### src/hdl/rpn_stack_calculator_top_macros.svh
// Assertion macros for the calculator top level.
`ifndef RPN_STACK_CALCULATOR_TOP_MACROS_SVH
`define RPN_STACK_CALCULATOR_TOP_MACROS_SVH
`ifndef SYNTH
// Checked only while out of reset
`define RPN_ASSERT_RST(label, clk, rst_n, prop) \
    label: assert property (@(posedge clk) disable iff (!rst_n) prop) \
        else $error("rpn_stack_calculator: assertion failed");
// Checked at every edge, reset included
`define RPN_ASSERT(label, clk, prop) \
    label: assert property (@(posedge clk) prop) \
        else $error("rpn_stack_calculator: assertion failed");
`else
`define RPN_ASSERT_RST(label, clk, rst_n, prop)
`define RPN_ASSERT(label, clk, prop)
`endif
`endif

### src/hdl/rpn_pkg.sv
`timescale 1ns / 1ps
`default_nettype none

package rpn_pkg;

    // Sizes
    localparam int STACK_DEPTH = 16;
    localparam int DATA_W      = 32;
    localparam int ADDR_W      = $clog2(STACK_DEPTH);
    localparam int CNT_W       = $clog2(STACK_DEPTH + 1);
    localparam int BIT_W       = $clog2(DATA_W);
    localparam int REQ_W       = 3;
    localparam int STATUS_W    = 2;
    localparam int DEPTH_W     = 5;

    // Request codes
    typedef enum logic [REQ_W-1:0] {
        REQ_PUSH  = 3'd0,
        REQ_ADD   = 3'd1,
        REQ_SUB   = 3'd2,
        REQ_MUL   = 3'd3,
        REQ_DIV   = 3'd4,
        REQ_CLEAR = 3'd5
    } t_req;

    // Result status codes
    typedef enum logic [STATUS_W-1:0] {
        STAT_OK        = 2'd0,
        STAT_UNDERFLOW = 2'd1,
        STAT_DIVZERO   = 2'd2,
        STAT_FULL      = 2'd3
    } t_status;

    // Serial unit operations
    typedef enum logic [1:0] {
        ALU_ADD,
        ALU_SUB,
        ALU_MUL,
        ALU_DIV
    } t_alu_op;

    // Command from the controller to the serial unit
    typedef struct packed {
        logic    start;
        t_alu_op op;
    } t_alu_cmd;

    // Controller states
    typedef enum logic [1:0] {
        S_IDLE,
        S_DECODE,
        S_CALC
    } t_state;

    // Serial unit states
    typedef enum logic [1:0] {
        A_IDLE,
        A_RUN,
        A_FIN
    } t_alu_state;

endpackage

`default_nettype wire

### src/hdl/rpn_stack.sv
`timescale 1ns / 1ps
`default_nettype none

// Operand stack store: one write port, two registered read ports.
module rpn_stack (
    input  logic                        i_clk,
    input  logic                        i_wr_en,
    input  logic [rpn_pkg::ADDR_W-1:0]  i_wr_addr,
    input  logic [rpn_pkg::DATA_W-1:0]  i_wr_data,
    input  logic [rpn_pkg::ADDR_W-1:0]  i_rd_addr_a,
    input  logic [rpn_pkg::ADDR_W-1:0]  i_rd_addr_b,
    output logic [rpn_pkg::DATA_W-1:0]  o_rd_data_a,
    output logic [rpn_pkg::DATA_W-1:0]  o_rd_data_b
);
    import rpn_pkg::*;

    logic [DATA_W-1:0] r_mem [STACK_DEPTH];

    // Write port
    always_ff @(posedge i_clk) begin
        if (i_wr_en) begin
            r_mem[i_wr_addr] <= i_wr_data;
        end
    end

    // Read ports, registered
    always_ff @(posedge i_clk) begin
        o_rd_data_a <= r_mem[i_rd_addr_a];
        o_rd_data_b <= r_mem[i_rd_addr_b];
    end

endmodule

`default_nettype wire

### src/hdl/rpn_alu.sv
`timescale 1ns / 1ps
`default_nettype none

// Serial arithmetic unit, one operand bit per cycle.
// Add/sub: bit-serial full adder, LSB first.
// Multiply: shift-and-add over the multiplier bits.
// Divide: restoring division on magnitudes, sign fixed in the last cycle.
module rpn_alu (
    input  logic                        i_clk,
    input  logic                        i_rst_n,
    input  rpn_pkg::t_alu_cmd           i_cmd,
    input  logic [rpn_pkg::DATA_W-1:0]  i_lhs,
    input  logic [rpn_pkg::DATA_W-1:0]  i_rhs,
    output logic                        o_done,
    output logic [rpn_pkg::DATA_W-1:0]  o_result
);
    import rpn_pkg::*;

    t_alu_state        r_state, n_state;
    t_alu_op           r_op, n_op;
    logic [BIT_W-1:0]  r_cnt, n_cnt;
    logic [DATA_W-1:0] r_a, n_a;
    logic [DATA_W-1:0] r_b, n_b;
    logic [DATA_W-1:0] r_acc, n_acc;
    logic              r_carry, n_carry;
    logic              r_neg, n_neg;
    logic              r_done, n_done;
    logic [DATA_W-1:0] r_res, n_res;

    logic [DATA_W:0]   trial;
    logic [DATA_W:0]   diff;
    logic              sum_bit;

    // Control registers
    always_ff @(posedge i_clk) begin
        if (!i_rst_n) begin
            r_state <= A_IDLE;
            r_done  <= 1'b0;
        end else begin
            r_state <= n_state;
            r_done  <= n_done;
        end
    end

    // Datapath registers
    always_ff @(posedge i_clk) begin
        r_op    <= n_op;
        r_cnt   <= n_cnt;
        r_a     <= n_a;
        r_b     <= n_b;
        r_acc   <= n_acc;
        r_carry <= n_carry;
        r_neg   <= n_neg;
        r_res   <= n_res;
    end

    // One step per cycle
    always_comb begin
        n_state = r_state;
        n_op    = r_op;
        n_cnt   = r_cnt;
        n_a     = r_a;
        n_b     = r_b;
        n_acc   = r_acc;
        n_carry = r_carry;
        n_neg   = r_neg;
        n_done  = 1'b0;
        n_res   = r_res;
        trial   = {r_acc, r_a[DATA_W-1]};
        diff    = trial - {1'b0, r_b};
        sum_bit = r_a[0] ^ r_b[0] ^ r_carry;

        case (r_state)
            A_IDLE: begin
                if (i_cmd.start) begin
                    n_state = A_RUN;
                    n_op    = i_cmd.op;
                    n_cnt   = '0;
                    n_acc   = '0;
                    n_a     = i_lhs;
                    n_b     = i_rhs;
                    n_carry = 1'b0;
                    n_neg   = i_lhs[DATA_W-1] ^ i_rhs[DATA_W-1];
                    case (i_cmd.op)
                        ALU_SUB: begin
                            n_b     = ~i_rhs;
                            n_carry = 1'b1;
                        end
                        ALU_DIV: begin
                            n_a = i_lhs[DATA_W-1] ? (~i_lhs + DATA_W'(1)) : i_lhs;
                            n_b = i_rhs[DATA_W-1] ? (~i_rhs + DATA_W'(1)) : i_rhs;
                        end
                        default: begin
                        end
                    endcase
                end
            end
            A_RUN: begin
                case (r_op)
                    ALU_ADD, ALU_SUB: begin
                        n_acc   = {sum_bit, r_acc[DATA_W-1:1]};
                        n_carry = (r_a[0] & r_b[0]) | (r_carry & (r_a[0] ^ r_b[0]));
                        n_a     = r_a >> 1;
                        n_b     = r_b >> 1;
                    end
                    ALU_MUL: begin
                        if (r_b[0]) begin
                            n_acc = r_acc + r_a;
                        end
                        n_a = r_a << 1;
                        n_b = r_b >> 1;
                    end
                    default: begin
                        // restoring divide: quotient bits enter r_a from the bottom
                        if (!diff[DATA_W]) begin
                            n_acc = diff[DATA_W-1:0];
                            n_a   = {r_a[DATA_W-2:0], 1'b1};
                        end else begin
                            n_acc = trial[DATA_W-1:0];
                            n_a   = {r_a[DATA_W-2:0], 1'b0};
                        end
                    end
                endcase
                n_cnt = r_cnt + BIT_W'(1);
                if (r_cnt == BIT_W'(DATA_W - 1)) begin
                    n_state = A_FIN;
                end
            end
            A_FIN: begin
                if (r_op == ALU_DIV) begin
                    n_res = r_neg ? (~r_a + DATA_W'(1)) : r_a;
                end else begin
                    n_res = r_acc;
                end
                n_done  = 1'b1;
                n_state = A_IDLE;
            end
            default: begin
                n_state = A_IDLE;
            end
        endcase
    end

    assign o_done   = r_done;
    assign o_result = r_res;

endmodule

`default_nettype wire

### src/hdl/rpn_stack_calculator_top.sv
// RPN integer calculator over a 16-entry stack. Raise start with a request
// while busy is low; exactly one result follows, shown for a single cycle
// with o_result_valid high, and it cannot be held off, so capture it then.
// o_stack_depth holds the depth after the last item. Push, clear, errors
// and unused codes are answered from the decode step alone; add,
// subtract, multiply and divide go to the bit-serial unit, which
// walks the 32 operand bits one per cycle between operand read and the
// sign fix and write-back. busy is low in the cycle that carries the result.
`timescale 1ns / 1ps
`default_nettype none
`include "rpn_stack_calculator_top_macros.svh"

module rpn_stack_calculator_top (
    input  logic                               i_clk,
    input  logic                               i_rst_n,
    input  logic                               start,
    output logic                               busy,
    input  logic [rpn_pkg::REQ_W-1:0]          i_req_type,
    input  logic signed [rpn_pkg::DATA_W-1:0]  i_push_value,
    output logic                               o_result_valid,
    output logic signed [rpn_pkg::DATA_W-1:0]  o_result_value,
    output logic [rpn_pkg::STATUS_W-1:0]       o_status,
    output logic [rpn_pkg::DEPTH_W-1:0]        o_stack_depth
);
    import rpn_pkg::*;

    t_state            r_state, n_state;
    logic [CNT_W-1:0]  r_top, n_top;
    logic              r_out_valid, n_out_valid;
    logic [DATA_W-1:0] r_result, n_result;
    t_status           r_status, n_status;
    logic [REQ_W-1:0]  r_req;
    logic [DATA_W-1:0] r_push;

    logic              wr_en;
    logic [ADDR_W-1:0] wr_addr;
    logic [DATA_W-1:0] wr_data;
    logic [ADDR_W-1:0] rd_addr_a;
    logic [ADDR_W-1:0] rd_addr_b;
    logic [DATA_W-1:0] rhs;
    logic [DATA_W-1:0] lhs;
    t_alu_cmd          alu_cmd;
    logic              alu_done;
    logic [DATA_W-1:0] alu_result;
    logic              accept;

    assign busy   = (r_state != S_IDLE);
    assign accept = start && !busy;

    // Top entry and the one below it are read continuously
    assign rd_addr_a = ADDR_W'(r_top - CNT_W'(1));
    assign rd_addr_b = ADDR_W'(r_top - CNT_W'(2));

    rpn_stack u_stack (
        .i_clk       (i_clk),
        .i_wr_en     (wr_en),
        .i_wr_addr   (wr_addr),
        .i_wr_data   (wr_data),
        .i_rd_addr_a (rd_addr_a),
        .i_rd_addr_b (rd_addr_b),
        .o_rd_data_a (rhs),
        .o_rd_data_b (lhs)
    );

    rpn_alu u_alu (
        .i_clk    (i_clk),
        .i_rst_n  (i_rst_n),
        .i_cmd    (alu_cmd),
        .i_lhs    (lhs),
        .i_rhs    (rhs),
        .o_done   (alu_done),
        .o_result (alu_result)
    );

    // Control registers
    always_ff @(posedge i_clk) begin
        if (!i_rst_n) begin
            r_state     <= S_IDLE;
            r_top       <= '0;
            r_out_valid <= 1'b0;
        end else begin
            r_state     <= n_state;
            r_top       <= n_top;
            r_out_valid <= n_out_valid;
        end
    end

    // Request capture and result payload
    always_ff @(posedge i_clk) begin
        if (accept) begin
            r_req  <= i_req_type;
            r_push <= i_push_value;
        end
        r_result <= n_result;
        r_status <= n_status;
    end

    // Sequencer
    always_comb begin
        n_state      = r_state;
        n_top        = r_top;
        n_out_valid  = 1'b0;
        n_result     = r_result;
        n_status     = r_status;
        wr_en        = 1'b0;
        wr_addr      = ADDR_W'(r_top);
        wr_data      = r_push;
        alu_cmd      = '{start: 1'b0, op: ALU_ADD};

        case (r_state)
            S_IDLE: begin
                if (start) begin
                    n_state = S_DECODE;
                end
            end
            S_DECODE: begin
                n_state     = S_IDLE;
                n_out_valid = 1'b1;
                n_result    = '0;
                n_status    = STAT_OK;
                case (r_req)
                    REQ_PUSH: begin
                        if (r_top >= CNT_W'(STACK_DEPTH)) begin
                            n_status = STAT_FULL;
                        end else begin
                            wr_en    = 1'b1;
                            n_top    = r_top + CNT_W'(1);
                            n_result = r_push;
                        end
                    end
                    REQ_ADD, REQ_SUB, REQ_MUL, REQ_DIV: begin
                        if (r_top < CNT_W'(2)) begin
                            n_status = STAT_UNDERFLOW;
                        end else if (r_req == REQ_DIV && rhs == '0) begin
                            n_status = STAT_DIVZERO;
                        end else begin
                            // hand the two operands to the serial unit
                            n_state       = S_CALC;
                            n_out_valid   = 1'b0;
                            alu_cmd.start = 1'b1;
                            case (r_req)
                                REQ_SUB: alu_cmd.op = ALU_SUB;
                                REQ_MUL: alu_cmd.op = ALU_MUL;
                                REQ_DIV: alu_cmd.op = ALU_DIV;
                                default: alu_cmd.op = ALU_ADD;
                            endcase
                        end
                    end
                    REQ_CLEAR: begin
                        n_top = '0;
                    end
                    default: begin
                        // unused codes: stack left as is
                    end
                endcase
            end
            S_CALC: begin
                // result replaces the two operands
                wr_addr = rd_addr_b;
                wr_data = alu_result;
                if (alu_done) begin
                    wr_en       = 1'b1;
                    n_top       = r_top - CNT_W'(1);
                    n_result    = alu_result;
                    n_status    = STAT_OK;
                    n_out_valid = 1'b1;
                    n_state     = S_IDLE;
                end
            end
            default: begin
                n_state = S_IDLE;
            end
        endcase
    end

    assign o_result_valid = r_out_valid;
    assign o_result_value = r_result;
    assign o_status       = r_status;
    assign o_stack_depth  = DEPTH_W'(r_top);

    // Checks
    `RPN_ASSERT_RST(a_strobe_when_idle, i_clk, i_rst_n, r_out_valid |-> !busy)
    `RPN_ASSERT_RST(a_depth_bound, i_clk, i_rst_n, r_top <= CNT_W'(STACK_DEPTH))
    `RPN_ASSERT_RST(a_full_depth, i_clk, i_rst_n, (r_out_valid && r_status == STAT_FULL) |-> (r_top == CNT_W'(STACK_DEPTH)))
    `RPN_ASSERT_RST(a_alu_done_in_calc, i_clk, i_rst_n, alu_done |-> (r_state == S_CALC))
    `RPN_ASSERT(a_reset_clears, i_clk, !i_rst_n |=> (!r_out_valid && !busy))

endmodule

`default_nettype wire

### config.mk
export PLATFORM = sky130hd
export DESIGN_NAME = rpn_stack_calculator_top
export DESIGN_NICKNAME = d
export VERILOG_FILES = /design/src/hdl/rpn_pkg.sv /design/src/hdl/rpn_stack.sv /design/src/hdl/rpn_alu.sv /design/src/hdl/rpn_stack_calculator_top.sv
export VERILOG_INCLUDE_DIRS = /design/src /design/src/hdl
export SDC_FILE = /design/constraint.sdc
export NUM_CORES = 1
export LEC_CHECK = 0
export BUFFER_PORTS_ARGS = -buffer_cell sky130_fd_sc_hd__buf_2
export CORE_UTILIZATION = 50
export CTS_BUF_LIST = sky130_fd_sc_hd__clkbuf_16
export DETAILED_ROUTE_END_ITERATION = 10
export GPL_TIMING_DRIVEN = 1
export PLACE_DENSITY = 0.66
export SLEW_MARGIN = 20
export SYNTH_ARGS = -nofsm -noshare
export SYNTH_HDL_FRONTEND = slang
export SYNTH_SLANG_ARGS = --single-unit
### constraint.sdc
create_clock -name i_clk -period 8.3 [get_ports i_clk]
set_input_delay 1.66 -clock i_clk [delete_from_list [all_inputs] [get_ports i_clk]]
set_output_delay 1.66 -clock i_clk [all_outputs]
set_load 0.005 [all_outputs]
* After elaboration in Yosys (flattened, before gate mapping)
Memory sizes are Yosys's and may differ from the RTL's. A register that Yosys moved wholly into a read port is not among the register bits.
Cells that the tools add are included.
** Storage, ports and cells
- Bits in registers :: 217
- Bits in writable memories :: 512
- Bits of input ports :: 38
- Output and inout bits :: 41
- Logic and storage cells :: 149
- Memories kept :: 1
** Memories
- u_stack.r_mem :: depth 16, bits a word 32, rd ports 2, clocked after Yosys merged registers in 2, write ports 1, RTL line rpn_stack.sv:17 : logic [DATA_W-1:0] r_mem [STACK_DEPTH];
** Cells by class
- Add/sub/neg operators :: 9
- $lt $le $gt $ge :: 2
- Equality and inequality tests :: 24
- Multiplexer cells :: 64
- Bitwise logic cells :: 9
- Reductions and logical operators :: 23
** Operators with widths (number)
- two-way mux 32 bit :: 15
- case mux 32 bit (2 select lines) :: 7
- adder 32 x 1 -> 32 bit (second input constant) :: 3
- inverter 32 bit :: 3
- subtractor 33 x 32 -> 33 bit :: 1
- adder 32 bit :: 1
- logical NOT 32 bit :: 1
- case mux 5 bit (2 select lines) :: 3
- two-way mux 2 bit :: 10
- two-way mux 5 bit :: 3
- two-way mux 1 bit :: 13
- two-way mux 3 bit :: 4
- case mux 2 bit (2 select lines) :: 3
- case mux 2 bit (3 select lines) :: 2
- adder 5 x 1 -> 5 bit (second input constant) :: 2
- == test 2 bit (second input constant) :: 5
- AND reduction 2 bit :: 5
- AND reduction 3 bit :: 3
- == test 2 x 1 -> 1 bit (second input constant) :: 4
- != test 2 bit (second input constant) :: 4
- == test 3 x 2 -> 1 bit (second input constant) :: 2
- == test 3 bit (second input constant) :: 2
- logical NOT 2 bit :: 3
- case mux 1 bit (2 select lines) :: 3
- 22 further kinds :: 29

* Logic depth before layout (Yosys ltp)
- Depth in word-level cells :: 10
- Mapped depth :: 15
- Gate-level depth less buffers :: 13

* By module
From an unflattened synthesis, not the netlist that was laid out.
** Second synthesis, totals
- Cell total of the unflattened synthesis :: 2904
- Area total of the unflattened synthesis :: 40169.8 um2
** Modules (own cells, without submodules)
- rpn_stack :: times used 1, cells each 1141, area each 24203.2 um2, seq. area each 16656.0 um2
- rpn_alu :: times used 1, cells each 1427, area each 12225.5 um2, seq. area each 4174.0 um2
- rpn_stack_calculator_top :: times used 1, cells each 336, area each 3741.1 um2, seq. area each 2232.1 um2

* Least setup slack after synthesis
Ideal clock, no wire load.
- Path kind :: reg-to-reg
- From :: register r_top[1] (netlist: o_stack_depth[1])
- To :: register u_alu.r_b[0] (enable)
- Arrival :: 6.717 ns
- Required time :: 7.830 ns
- Slack :: 1.113 ns
- Cell stages (with the launch flop) :: 12
- Buffers on the path :: 3
- Period minus slack after synthesis :: 7.187 ns
- Cells stage by stage :: dfxtp_1 > clkbuf_1 > clkbuf_1 > clkbuf_1 > inv_1 > ha_1 > nand2b_1 > nor2_1 > nor3_2 > nand2_1 > a21oi_1 > a21boi_0
** On the way
- Longest elaborated chain between the ends :: 6
** Ends and longest elaborated chain
- from (decl) :: RTL line rpn_stack_calculator_top.sv:28 : logic [CNT_W-1:0] r_top, n_top;
- from (signal assigned) :: RTL line rpn_stack_calculator_top.sv:83 : r_top <= n_top;
- < comparator 5 x 2 -> 1 bit :: RTL line rpn_stack_calculator_top.sv:132 : if (r_top < CNT_W'(2)) begin
- two-way mux 3 bit :: RTL line rpn_stack_calculator_top.sv:132
- two-way mux 3 bit :: RTL line rpn_stack_calculator_top.sv:121 : case (r_req)
- two-way mux 3 bit :: RTL line rpn_stack_calculator_top.sv:110 : case (r_state)
- != test 2 bit (no line)
- AND reduction 3 bit (no line)
- to (signal assigned) :: RTL line rpn_alu.sv:50 : r_b <= n_b;
- to (decl) :: RTL line rpn_alu.sv:23 : logic [DATA_W-1:0] r_b, n_b;
No other way between the ends.
A chain may end at the register's enable or synchronous reset.

* Worst setup path after layout
- From :: register u_alu.r_a[31]
- To :: register u_alu.r_acc[8] (data pin)
** On the way
- Longest elaborated chain between the ends :: 4
** Ends and longest elaborated chain
- from (decl) :: RTL line rpn_alu.sv:22 : logic [DATA_W-1:0] r_a, n_a;
- from (signal assigned) :: RTL line rpn_alu.sv:49 : r_a <= n_a;
- subtractor 33 x 32 -> 33 bit :: RTL line rpn_alu.sv:70 : diff = trial - {1'b0, r_b};
- two-way mux 32 bit :: RTL line rpn_alu.sv:115 : if (!diff[DATA_W]) begin
- case mux 32 bit (2 select lines) :: RTL line rpn_alu.sv:99 : case (r_op)
- case mux 32 bit (2 select lines) :: RTL line rpn_alu.sv:73 : case (r_state)
- to (signal assigned) :: RTL line rpn_alu.sv:51 : r_acc <= n_acc;
- to (decl) :: RTL line rpn_alu.sv:24 : logic [DATA_W-1:0] r_acc, n_acc;
No other way between the ends.

==> summary.md <==
| Metric | Value |
|---|---|
| Largest net degree at the start of global routing | `158` |
| Post-synthesis sequential area ratio | `0.576` |
| Yosys cell types | `85` |
| Clock Latency Late Sink | `0.66 ns` |
| Post-CTS Hold Fix Bufs | `0` |
| DP HPWL | `73,400 um` |
| Crit Path Max Fanout | `28` |
| Worst rel slew slack | `0.265` |
| HP Start | `u_alu.r_b[27]` |
| Area of the core | `0.0791 sq mm` |
| Vias in the first global route | `about 25,000` |
| DRT iter0 DRCs | `approximately 3,200` |
| Period minus WS final | `between 4 and 5 ns` |
| Placed cells | `about 3,800` |
| Post-DP Area | `0.0421 sq mm` |
| Worst Tran Pin Value | `~1.1 ns` |
| Share of the synthesized area in the top cell type | `0.538` |
| Setup CP Type | `flip-flop to flip-flop` |
| Period utilization | `0.570` |
| Pwr per Cell Area | `~230 mW/mm^2` |
| RR Endpoint | `u_alu.r_acc[8]` |
| # IOs | `79` |
| Final Worst Setup Slack | `3.56 ns` |
| Final instance area | `0.0448 sq mm` |
| Dpl ws | `around 3.7 ns` |
| Max Clk Rate | `211 MHz` |
| Register bit total from synthesis | `around 800` |
| Slew Limit Fails | `0` |
| Inserted Clock Buffers | `84` |
| Fillcell total | `between 6,000 and 7,000` |
| Avg WL per Cell | `27.8 um` |
| Req. time, crit path | `a little under 9 ns` |
| Clock root cell | `clkbuf_16` |
| WHS Path Cells | `2` |
| Setup TNS | `0 ns` |
| GR Overflow Total | `0` |
| Reg2Reg Depth | `12` |
| Routed Antenna Nets | `0` |
| Post-synth EDFFs | `718` |
| Die Y-Extent | `between 200 and 300 um` |
| Final Non-Filler Cells | `~4,000` |
| Synth area leader | `edfxtp_1` |
| CTS tree | `yes` |
| CTS sink cnt | `between 700 and 800` |
| Layout cells sized above 1 | `0.232` |
| First drt pass iteration count | `5` |
| Final core occ | `0.566` |
| IR drop worst, VDD | `~0.00017 V` |
| Skew final | `about 0.038 ns` |
| Min-Delay Endpoint | `u_alu.r_b[26]` |
| P_leak | `15.0 nW` |
| Worst flop-to-flop path startpoint | `u_alu.r_a[31]` |
| Final hold slack | `between 0.5 and 0.6 ns` |
| All-layer global routing usage | `0.270` |
| Placer Congestion | `0.925` |
| Via count | `25,691` |
| Nets | `between 2,000 and 3,000` |
| Total setup buffers inserted after CTS | `0` |
| Placement row count | `103` |
| Final Power | `approximately 10 mW` |
| Element type at the critical path start | `flip-flop` |
| Layout area overhead | `11.8%` |
| Mean Syn Cell Area | `around 15 sq um` |
| First-pass GRT wire length | `around 160,000 um` |
| Synth Cell Area | `0.0401 sq mm` |
| RSZ-0062 raised after global routing | `false` |
| Post-cts resize count | `0` |
| Total number of yosys warnings | `0` |
| CTS Buffer Depth | `3` |
| Chip width | `between 200 and 300 um` |
| Die area | `slightly above 0.08 sq mm` |
| Setup Viol. Count Final | `0` |
| Crit path capture type | `flip-flop` |
| Starting Density | `0.506` |
| Largest cells by area after synthesis | `edfxtp_1, mux4_2, dfxtp_1` |
| Ys async rst share | `0` |
| Slack of the worst reg-to-reg path | `roughly 3.6 ns` |
| Post-Syn Instances | `around 2,700` |
| Clock transition at the registers of the reported paths | `roughly 0.060 ns` |
| Port Buf Inserts | `between 70 and 80` |
| Post-Syn Nets | `2,855` |
| Max-cap violations | `0` |
| Most used DFF post-synth | `edfxtp_1` |
| Final WL | `roughly 110,000 um` |
| Hold WC Path Type | `flip-flop to flip-flop` |
| H-Tree Level Count | `3` |
| Antenna violations before repair | `8` |
| Via density per instance | `about 6.5` |
| Status | `completed` |
| Crit path DAT | `5.08 ns` |
| Final Hold Vio Count | `0` |
| Post-route DRC | `0` |
## critical path: stages (launching register included)
cell and delay (ns):
edfxtp_1 0.44, inv_1 0.21, ha_1 0.22, fa_1 0.23, nor2b_1 0.08, o31ai_1 0.58
a21boi_0 0.46, o211a_1 0.37, o21ai_1 0.23, nand3_2 0.70, mux2_2 0.55, a221oi_1 0.29
nor2_1 0.07
## kinds of logic after synthesis
logic type,count (synthesis),synth area share
AO/OA/AOI/OAI,560,0.0881
XOR/XNOR,142,0.0310
adder cells (fa/ha/maj),79,0.0252
buffers and inverters,250,0.0238
flip-flops,793,0.576
multiplexers,363,0.191
AND/OR/NAND/NOR,551,0.0655
## synthesized netlist by cell type (26+ instances only)
library cell  count
clkbuf_1        117
a211oi_1         26
o31ai_1          27
dfxtp_1          75
a21oi_1         124
nor2_1          141
ha_1             76
edfxtp_1        718
xnor2_1          70
nand3_1          33
xor2_1           72
mux2i_1          35
nor3_1           35
nand2_1         195
o21ai_0         175
inv_1            98
mux4_2          320
a21boi_0         35
## layout by cell type, fill, tap and decap left out, types with 26 or more instances in the layout
master     synthesis  routed
nor3_1            35      35
a211oi_1          26      26
ha_1              76      73
clkbuf_16          0      85
xor2_1            72      70
xnor2_1           70      69
a21oi_1          124     123
nand3_1           33      32
dfxtp_1           75      73
a21boi_0          35      34
nor2_1           141     124
o31ai_1           27      27
o21ai_0          175     164
edfxtp_1         718     718
mux2i_1           35      35
buf_2              8      78
inv_1             98     120
mux4_2           320     320
nand2_1          195     194
buf_4              0      74
## area by class of cell
class,instances,area [sq um],share of cell area
clock inverter,71,552,0.0123
timing repair buffer,156,1040,0.0232
inverter,101,384,0.00857
sequential,793,23100,0.515
antenna,1,2.50,0.0000559
clock buffer,85,2130,0.0475
multi-input combinational,1695,16300,0.364
tap,1050,1310,0.0293
## where the power goes
group,leakage (nW),internal [mW],switching (mW)
clock,1.40,2.06,1.60
sequential,7.15,4.61,0.274
combinational,6.42,0.900,1.05
total,15.0,7.57,2.92
## worst max-delay path by stage
stage	cells past startpoint	startpoint	slack (ns)	end
final	12	u_alu.r_a[31]	3.56	u_alu.r_acc[8]
after global routing	12	u_alu.r_a[31]	3.35	u_alu.r_acc[8]
after CTS	3	o_stack_depth[0]	3.61	o_stack_depth[0]
after detailed placement	12	u_alu.r_a[31]	3.74	u_alu.r_acc[8]
after global placement	12	u_alu.r_a[31]	3.80	u_alu.r_acc[8]
after floorplan	11	o_stack_depth[1]	1.11	u_alu.r_b[0]
## layer usage
metal  up-vias  GRT usage  part of all wire
met1     13166      0.380              0.40
li1      11061          -                 -
met4         2     0.0789             0.027
met2      1273      0.438              0.49
met5         -          0          0.000082
met3       189     0.0430             0.088
## state kept, by name, indices dropped and copies added, names as in the netlist, 2 cells and up
name	cells
u_stack.r_mem	512
o_result_value	32
r_push	32
u_alu.o_result	32
u_alu.r_a	32
u_alu.r_acc	32
u_alu.r_b	32
u_stack.o_rd_data_a	32
u_stack.o_rd_data_b	32
o_stack_depth	5
u_alu.r_cnt	5
r_req	3
o_status	2
r_state	2
u_alu.r_op	2
u_alu.r_state	2
Note: power is estimated with default switching activity, not from simulation.
